File: config.mk
export PLATFORM = sky130hd
export DESIGN_NAME = rrct_prep
export DESIGN_NICKNAME = d
export VERILOG_FILES = /design/src/rtl/core/rrct_pkg.sv /design/src/rtl/core/rrct_prep.sv
export SDC_FILE = /design/constraint.sdc
export NUM_CORES = 1
export LEC_CHECK = 0
export BUFFER_PORTS_ARGS = -buffer_cell sky130_fd_sc_hd__buf_4
export CAP_MARGIN = 20
export CORE_AREA = 2 2 174 176
export DETAILED_ROUTE_END_ITERATION = 8
export DIE_AREA = 0 0 176 178
export PLACE_DENSITY = 0.7
export SLEW_MARGIN = 20
export SYNTH_ARGS = -nofsm -noshare
export SYNTH_HDL_FRONTEND = slang
export SYNTH_SLANG_ARGS = --single-unit
File: constraint.sdc
create_clock -name clk -period 5.55 [get_ports clk]
set_input_delay 0.2775 -clock clk [delete_from_list [all_inputs] [get_ports clk]]
set_output_delay 0.2775 -clock clk [all_outputs]
set_load 0.005 [all_outputs]
File: src/rtl/core/rrct_pkg.sv
`default_nettype none
package rrct_pkg;

  localparam int OFS_W   = 26;  // corner offset from pivot, pixels * 256
  localparam int PIV_W   = 25;  // pivot point, pixels * 256
  localparam int ANG_W   = 32;  // CORDIC angle, degrees * 2^22
  localparam int CS_W    = 34;  // cosine / sine, Q30 with headroom
  localparam int SCALE_W = 24;
  localparam int OUT_W   = 32;

  localparam logic signed [16:0] TURN_UNITS    = 17'sd23040;
  localparam logic signed [16:0] HALF_UNITS    = 17'sd11520;
  localparam logic signed [16:0] QUARTER_UNITS = 17'sd5760;

  typedef struct packed {
    logic signed [OFS_W-1:0] left;
    logic signed [OFS_W-1:0] right;
    logic signed [OFS_W-1:0] top;
    logic signed [OFS_W-1:0] bottom;
    logic signed [PIV_W-1:0] rpx;
    logic signed [PIV_W-1:0] rpy;
    logic [SCALE_W-1:0]      scale;
  } geom_t;

  // Arctangent of 2^-i in CORDIC angle units
  function automatic logic signed [ANG_W-1:0] atan_val(input int i);
    logic signed [ANG_W-1:0] r;
    begin
      case (i)
        0:  r = 32'sd188743680;
        1:  r = 32'sd111421900;
        2:  r = 32'sd58872272;
        3:  r = 32'sd29884485;
        4:  r = 32'sd15000234;
        5:  r = 32'sd7507429;
        6:  r = 32'sd3754631;
        7:  r = 32'sd1877430;
        8:  r = 32'sd938729;
        9:  r = 32'sd469366;
        10: r = 32'sd234683;
        11: r = 32'sd117342;
        12: r = 32'sd58671;
        13: r = 32'sd29335;
        14: r = 32'sd14668;
        15: r = 32'sd7334;
        16: r = 32'sd3667;
        17: r = 32'sd1833;
        18: r = 32'sd917;
        19: r = 32'sd458;
        20: r = 32'sd229;
        21: r = 32'sd115;
        22: r = 32'sd57;
        default: r = 32'sd29;
      endcase
      return r;
    end
  endfunction

  // CORDIC start value (inverse gain, Q30) for a given stage count
  function automatic logic signed [CS_W-1:0] gain_val(input int n);
    logic signed [CS_W-1:0] r;
    begin
      case (n)
        8:  r = 34'sd652039507;
        9:  r = 34'sd652034532;
        10: r = 34'sd652033289;
        11: r = 34'sd652032978;
        12: r = 34'sd652032900;
        13: r = 34'sd652032881;
        14: r = 34'sd652032876;
        default: r = 34'sd652032874;
      endcase
      return r;
    end
  endfunction

endpackage
`default_nettype wire

File: src/rtl/core/rrct_prep.sv
`default_nettype none
module rrct_prep (
  input  logic                           clk,
  input  logic                           rst,
  input  logic                           in_valid,
  input  logic signed [23:0]             pos_x,
  input  logic signed [23:0]             pos_y,
  input  logic signed [23:0]             pivot_x,
  input  logic signed [23:0]             pivot_y,
  input  logic signed [15:0]             angle,
  input  logic [23:0]                    scale,
  input  logic [15:0]                    width_px,
  input  logic [15:0]                    height_px,
  input  logic [15:0]                    trim_top,
  input  logic [15:0]                    trim_right,
  input  logic [15:0]                    trim_bottom,
  input  logic [15:0]                    trim_left,
  output logic                           out_valid,
  output logic signed [rrct_pkg::ANG_W-1:0] z,
  output logic                           flip,
  output rrct_pkg::geom_t                geom
);

  logic signed [16:0] a_half;
  logic signed [16:0] a_fold;
  logic               flip_next;
  logic signed [16:0] w_span;
  logic signed [16:0] h_span;
  rrct_pkg::geom_t    geom_next;

  // Reduce angle to a half turn either side, then fold into a quarter turn
  always_comb begin
    a_half = 17'(angle);
    if (a_half >= rrct_pkg::HALF_UNITS)
      a_half = a_half - rrct_pkg::TURN_UNITS;
    else if (a_half < -rrct_pkg::HALF_UNITS)
      a_half = a_half + rrct_pkg::TURN_UNITS;
    a_fold    = a_half;
    flip_next = 1'b0;
    if (a_half > rrct_pkg::QUARTER_UNITS) begin
      a_fold    = a_half - rrct_pkg::HALF_UNITS;
      flip_next = 1'b1;
    end else if (a_half < -rrct_pkg::QUARTER_UNITS) begin
      a_fold    = a_half + rrct_pkg::HALF_UNITS;
      flip_next = 1'b1;
    end
  end

  // Form cropped edge offsets from the pivot and the pivot point
  always_comb begin
    w_span = $signed({1'b0, width_px}) - $signed({1'b0, trim_right});
    h_span = $signed({1'b0, trim_bottom}) - $signed({1'b0, height_px});
    geom_next.left   = $signed({2'b00, trim_left, 8'h00}) - 26'(pivot_x);
    geom_next.right  = $signed({w_span[16], w_span, 8'h00}) - 26'(pivot_x);
    geom_next.top    = -$signed({2'b00, trim_top, 8'h00}) - 26'(pivot_y);
    geom_next.bottom = $signed({h_span[16], h_span, 8'h00}) - 26'(pivot_y);
    geom_next.rpx    = 25'(pos_x) + 25'(pivot_x);
    geom_next.rpy    = 25'(pos_y) + 25'(pivot_y);
    geom_next.scale  = scale;
  end

  // The folded angle fits 16 bits, so its low bits carry the sign into z
  always_ff @(posedge clk) begin
    if (rst) begin
      out_valid <= 1'b0;
    end else begin
      out_valid <= in_valid;
    end
    z    <= {a_fold[rrct_pkg::ANG_W-17:0], 16'h0000};
    flip <= flip_next;
    geom <= geom_next;
  end

endmodule
`default_nettype wire

## After elaboration in Yosys (flattened, before gate mapping)

Cells that the tools add are included.

- Add/subtract/negate cells: 13
- Magnitude comparators: 4
- Mux-type cells: 5

Operators with widths:

| cell | count |
|---|---|
| $sub A25 B24 Y26 | 3 |
| $add A24 B24 Y25 | 2 |
| $mux W17 | 2 |
| $sub A16 B16 Y17 | 2 |
| $mux W16 | 2 |
| $neg A24 Y26 | 1 |
| $sub A26 B24 Y26 | 1 |
| $add A16 B16 Y17 const B | 1 |
| $gt A17 B14 Y1 const B | 1 |
| $lt A17 B14 Y1 const B | 1 |
| $sub A16 B16 Y17 const B | 1 |
| $add A16 B15 Y16 const B | 1 |
| $ge A16 B15 Y1 const B | 1 |
| $lt A16 B15 Y1 const B | 1 |
| $sub A16 B15 Y16 const B | 1 |
| $mux W1 | 1 |

- Output and inout bits: 212
- Logic and storage cells: 32
- Input bits: 235
- Bits in registers: 196

## Depth between registers and ports, before layout

Gate-level depths: netlist of run 1.

- Depth after elaboration: 6
- Gate-level depth with buffers: 18
- Mapped depth without buffers: 18

## Worst setup path before layout of run 1

OpenSTA, ideal clock, no wires.

- Path type: input to register
- From: input port width_px[0]
- To: register geom[151] (netlist name)
- Setup slack: 2.412 ns
- Stages: 16
- Arrival: 3.077 ns
- Library setup time: 0.061 ns
- Buffers on the path: 0
- Path through: inv_1 -> ha_1 -> fa_1 -> nor2b_1 -> o21a_1 -> o21ai_0 -> a21oi_1 -> a21o_1 -> xor2_1 -> ha_1 -> nor4_1 -> nand3_1 -> nand2_1 -> o21ai_1 -> o41ai_1 -> o221a_1

RTL lines:

| what | RTL line | text |
|---|---|---|
| from (decl) | rrct_prep.sv:12 | `input logic [15:0] width_px,` |
| to (signal assigned) | rrct_prep.sv:71 | `geom <= geom_next;` |
| to (decl) | rrct_prep.sv:21 | `output rrct_pkg::geom_t geom` |

==> flow_summary.toml, run 1 <==
[outcome]
outcome = "finished, final reports clean"

[cts]
h-tree-depth = 4
clk_pin_slew_ps = 70
cts_tree = "done"
cts_sinks = 185
cts_made_buffers = 17
post_cts_resized = 0
cts-root-buf = "clkbuf_16"
clock_path_buffers = 2
postCtsSetupBuffers = 0

[job]
drv_cap = 0

[logic_synthesis]
yosysUniqueCellTypes = 96
synth-edff-count = 0
synth-seq-cells = 185
synthFlopType = "dfxtp_1"
synthArstFlopShare_pct = 0
ys_seq_area_share_pct = 29.3
netlist_instances = 1441
synth_area_mm2 = 0.0126
avgSynthCellArea_um2 = 8.77
yosysWarningCount = 0

[final_layout]
n_antenna_cell = 0
syn_to_final_growth_pct = 35.3
design_area_mm2 = 0.0171
final_nets = 2329
drive_gt1_share_pct = 26.0
final_common_cell = "buf_4"
fin_util_pct = 58.2
fill_cells = 2596
layout_common_cells = "buf_4, dfxtp_1, ha_1, inv_1, a21oi_1"

[sta]
period_needed_ps = 3360
fin_tns_setup_ps = 0
fin_crit_sh_pct = 60.5
maxSlewViolCount = 0
max_slew_margin_pct = 51.8
rsz0062_at_grt = "no"
hold_violations = 0
tightest_slew_ps = 713
setup_viol = 0
fmax_mhz = 298
setup_ws_ps = 2190

[floorplan]
die_w_um = 176
dieArea_mm2 = 0.0313
core-area_mm2 = 0.0294
initial_core_util_pct = 43.0
ios = 447
die-height_um = 178
fp-row-count = 63

[worst_setup_path]
cpPeakStageDelay_ps = 480
required_ps = 5930
startpoint_type = "input pin"
worst-setup-path-type = "in -> reg"
crit_slowest_cell = "o41ai_1"
critPathArrivalTime_ps = 3740
crit_top_cell = "ha_1"
crit_fanout = 3
crit_chain = "buf_4 > inv_1 > ha_1 > fa_1 > nor2b_1 > o21a_1 > o21ai_0 > a21oi_1 > a21o_1 > xor2_1 > ha_1 > nor4_1 > nand3_1 > nand2_1 > o21ai_1 > o41ai_1 > o221a_1"
endpoint_kind = "flop"

[global_route]
antenna_found_initial = 0
grt_first_pass_wirelength_um = 57600
overflow = 0
grt_max_degree = 20
grt.total_usage_pct = 23.3
grt_pass1_vias = 11600

[pwr]
pwr_density_cell_mw_per_mm2 = 296
leakagePower_nw = 8.44
pwr-share-clk_pct = 24.3
intPower_mw = 3.32
combPwrFrac_pct = 40.9
irDropWorstVdd_mv = 0.201
netSwitchingFraction_pct = 34.3
p_switching_mw = 1.73
finalPower_mw = 5.05
p_seq_share_pct = 34.7

[routing]
wl_per_cell_um = 16.2
drt-vias-per-instance = 5.15
drtAntennaViolNets = 0
drtIter0Drc = 507
drc = 0
first_pass_iters = 5
wl_um = 37500
vias = 11900

[min_path]
hold_depth = 2
min-delay-start = "in_valid"
holdPathEnd = "out_valid$_SDFF_PP0_"
min_path_type = "in -> reg"

[placed_design]
dpl_cell_area_mm2 = 0.0162
io_buffers = 430
globalplace.congestion = 0.914
dp_slack_ps = 1760
post-dp-hpwl_um = 31200
-- routing by layer --
layer | GRT usage (%) | vias up | share of wire, % | wire length [µm]
li1 | - | 6011 | - | -
met1 | 26.4 | 5451 | 41 | 15300
met2 | 43.2 | 405 | 51 | 19000
met3 | 6.05 | 30 | 7.0 | 2620
met4 | 5.92 | 0 | 1.6 | 592
met5 | 0 | - | 0 | 0
-- power groups by stage --
stage / registers, mW / clock network (mW) / logic, mW
3_3_place_gp: 1.78 / 0 / 2.01
5_1_grt: 1.78 / 1.31 / 2.27
4_1_cts: 1.76 / 1.26 / 2.07
3_5_place_dp: 1.78 / 0 / 2.04
6_report: 1.76 / 1.23 / 2.07
2_1_floorplan: 1.80 / 0 / 1.10
-- synth_stat cells, drive strengths merged (5+ instances only) --
cell     number  share of area [%]
o21a         22                1.3
a21o         33                2.0
nand2b       16               0.79
a31oi        13               0.74
o21ai        71                2.8
o31ai        10               0.59
a21boi        8               0.48
and3         12               0.59
or2           5               0.27
ha          184                 18
nor2        102                3.1
a211o         6               0.42
nand3b        5               0.30
nor4          5               0.49
nor2b        19               0.94
o41ai         7               0.54
xor2         39                2.7
nand4        10               0.50
o2111ai       5               0.35
o21bai       18                1.1
nand3        22               0.87
nand2        69                2.0
inv         151                4.5
mux2i         5               0.50
a211oi       18                1.1
o211ai       11               0.69
nor3         45                1.8
or3          13               0.64
xnor2       104                7.5
a21oi       116                4.7
buf          33                1.9
a31o          5               0.35
dfxtp       185                 29
o31a          5               0.35
and2          6               0.30
-- cell families after synthesis --
kind of cell | share of synthesized area (%)
DFF | 29.3
buffers and inverters | 6.41
adders and majority gates | 18.9
muxes | 0.584
xor gates and xnor gates | 10.2
and+or+nand+nor | 13.6
AOI/OAI and AO/OA | 21.1
other | 0.0297
-- cell type report --
type | count | area, µm² | area share, %
Clock buffer | 17 | 425 | 2.49
Clock inverter | 14 | 160 | 0.937
Inverter | 151 | 567 | 3.31
Multi-Input combinational cell | 1086 | 8180 | 47.8
Sequential cell | 185 | 3700 | 21.7
Tap cell | 390 | 488 | 2.85
Timing Repair Buffer | 465 | 3580 | 20.9
-- worst max-delay path by stage --
stage	end	cells after the start	from
after floorplan	geom[151]$_DFF_P_	16	width_px[0]
after global placement	geom[151]$_DFF_P_	17	width_px[0]
after detailed placement	geom[151]$_DFF_P_	17	width_px[0]
after CTS	geom[151]$_DFF_P_	17	width_px[0]
after global routing	geom[151]$_DFF_P_	17	width_px[0]
final	geom[151]$_DFF_P_	17	width_px[0]
-- per-stage QoR --
stage / instances / hold slack [ps]
floorplan: 1456 / 305
global placement: 2242 / 382
detailed placement: 2242 / 383
CTS: 2308 / 32.0
global route: 2308 / 32.3
finish: 2308 / 49.2
-- repair_timing --
action | 4_1_cts | 5_1_grt
hold buffers | 35 | 0
endpoints found under the hold margin | 35 | 0
setup endpoints to repair | 0 | 0
-- flip-flops by register name (all words and copies together) (netlist names) --
register and count:
z 16, flip 1, geom 167, out_valid 1
-- critical path, delay by kind of cell --
| family | cells | cell delay, ps |
|---|---|---|
| buffers and inverters | 2 | 110 |
| adder cells (fa/ha/maj) | 3 | 840 |
| AO/OA/AOI/OAI | 7 | 1610 |
| AND/OR/NAND/NOR | 4 | 840 |
| XOR/XNOR | 1 | 60 |
No activity file was read; power rests on OpenSTA's default activity.
==> inputs of run 2 (changes only) <==
--- a/config.mk
+++ b/config.mk
@@ -7,9 +7,9 @@
 export LEC_CHECK = 0
 export BUFFER_PORTS_ARGS = -buffer_cell sky130_fd_sc_hd__buf_4
 export CAP_MARGIN = 20
-export CORE_AREA = 2 2 174 176
+export CORE_AREA = 2 2 175 177
 export DETAILED_ROUTE_END_ITERATION = 8
-export DIE_AREA = 0 0 176 178
+export DIE_AREA = 0 0 177 179
 export PLACE_DENSITY = 0.7
 export SLEW_MARGIN = 20
 export SYNTH_ARGS = -nofsm -noshare
==> constraint.sdc (replaced) <==
create_clock -name clk -period 3.14 [get_ports clk]
set_input_delay 0.157 -clock clk [delete_from_list [all_inputs] [get_ports clk]]
set_output_delay 0.157 -clock clk [all_outputs]
set_load 0.005 [all_outputs]
==> run 2 against run 1 <==
Against the previous run:
- wire length increased by 2.2%
- critical path depth unchanged
- die area increased by 1.1%
- utilization increased by 1.0 points
- worst hold slack got worse by 17 ps
- non-clock buffer count increased by 77
- total power increased by 83%
- critical endpoint unchanged
- largest cell class unchanged
==> flow_summary.toml, run 2 (synthesis results as in run 1) <==
[pwr]
combPwrFrac_pct = 41.9
pwr_density_cell_mw_per_mm2 = 520
p_seq_share_pct = 33.5
pwr-share-clk_pct = 24.5
netSwitchingFraction_pct = 33.5
intPower_mw = 6.15
leakagePower_nw = 8.83
finalPower_mw = 9.25
irDropWorstVdd_mv = 0.369
p_switching_mw = 3.10

[final_layout]
multi_input_area_mm2 = 0.00820
fill_cells = 2603
final_nets = 2406
largest_reg_flops = 167
fin_util_pct = 59.2
final_common_cell = "buf_4"
drive_gt1_share_pct = 28.6
final_cells = 2392
regMostFlops = "geom"
syn_to_final_growth_pct = 40.7
layout_common_cells = "buf_4, dfxtp_1, ha_1, inv_1, a21oi_1"
n_antenna_cell = 0
seq_area_mm2 = 0.00370
design_area_mm2 = 0.0178
reg_top3 = "geom: 167 flops, z: 16 flops"

[sta]
maxSlewViolCount = 0
tightest_slew_ps = 678
period_needed_ps = 2940
setup_ws_ps = 201
max_slew_margin_pct = 54.6
setup_viol = 0
worst_hold_slack_ps = 32.1
hold_violations = 0
rsz0062_at_grt = "no"
fin_tns_setup_ps = 0
fin_crit_sh_pct = 93.6
fmax_mhz = 340

[cts]
clock_path_buffers = 2
cts-root-buf = "clkbuf_16"
cts_tree = "done"
h-tree-depth = 4
cts_made_buffers = 17
clk_pin_slew_ps = 70
cts_sinks = 185

[routing]
wl_per_cell_um = 16.0
drtIter0Drc = 448
first_pass_iters = 5
wl_um = 38300
drt-vias-per-instance = 5.14
drtAntennaViolNets = 0
vias = 12300
drc = 0

[placed_design]
dpl.cell_count = 2313
globalplace.congestion = 0.905
dpl_cell_area_mm2 = 0.0167
io_buffers = 430
dp_slack_ps = -298
post-dp-hpwl_um = 31800

[global_route]
grt_first_pass_wirelength_um = 58200
grt_pass1_vias = 11700
antenna_found_initial = 0
grt_max_degree = 21
overflow = 0
grt.total_usage_pct = 23.4

[floorplan]
ios = 447
initial_core_util_pct = 42.1
dieArea_mm2 = 0.0317
core-area_mm2 = 0.0300
die-height_um = 179
die_w_um = 177
fp-row-count = 64

[worst_setup_path]
startpoint_type = "input pin"
crit_chain = "buf_4 > ha_1 > nor2b_1 > o31a_1 > nor3_1 > o31a_1 > nand2b_1 > a21oi_1 > xnor2_1 > ha_1 > nor4_1 > nand3_1 > nand2_1 > o21ai_1 > o41ai_1 > buf_4 > o221a_1"
worst-setup-path-type = "in -> reg"
endpoint_kind = "flop"
crit_slowest_cell = "nor4_1"
cpPeakStageDelay_ps = 350
crit_fanout = 3
critPathArrivalTime_ps = 3330
required_ps = 3530

[outcome]
outcome = "finished, final reports clean"

[min_path]
holdPathEnd = "geom[129]$_DFF_P_"
hold_depth = 3
min-delay-start = "pivot_x[1]"
min_path_type = "in -> reg"

[job]
drv_cap = 0
## run 2: worst max path at each step
stage                        from           endpoint
finish                width_px[1]  geom[151]$_DFF_P_
CTS                    pivot_y[0]   geom[46]$_DFF_P_
detailed placement    width_px[0]  geom[150]$_DFF_P_
global placement      width_px[0]  geom[151]$_DFF_P_
global route        trim_right[1]  geom[151]$_DFF_P_
floorplan             width_px[0]  geom[151]$_DFF_P_
## run 2: final cells by class
type / count / share of cell area (%)
clock buffer: 17 / 2.39
clock inverter: 15 / 1.10
inverter: 151 / 3.19
multi-input combinational: 1086 / 46.1
sequential: 185 / 20.8
tap: 396 / 2.79
timing repair buffer: 542 / 23.6
## run 2: metal layers
layer	vias up	wire [µm]	GRT usage, %
met5	-	0	0
met4	0	1190	9.78
met3	59	2900	5.58
met2	465	19300	42.8
met1	5598	14900	25.8
li1	6176	-	-
## run 2: critical path, delay by kind of cell
family          cells  cell delay, ps
compound gates      6            1280
simple gates        6            1050
fa+ha+maj           2             460
buf+inv             2             300
xor+xnor            1              90
## run 2: timing repair
item / 4_1_cts / 5_1_grt
endpoints found under the setup margin: 0 / 7
buffers inserted: 0 / 0
endpoints found under the hold margin: 46 / 0
gates resized for setup: 0 / 8
hold buffers: 47 / 0
## run 2: power by group through the flow
stage                     Sequential, mW  Clock [mW]  Combinational, mW
final                               3.10        2.27               3.88
after global routing                3.15        2.40               4.27
after CTS                           3.11        2.32               3.88
after detailed placement            3.15           0               3.81
after global placement              3.15           0               3.76
after floorplan                     3.18           0               1.94
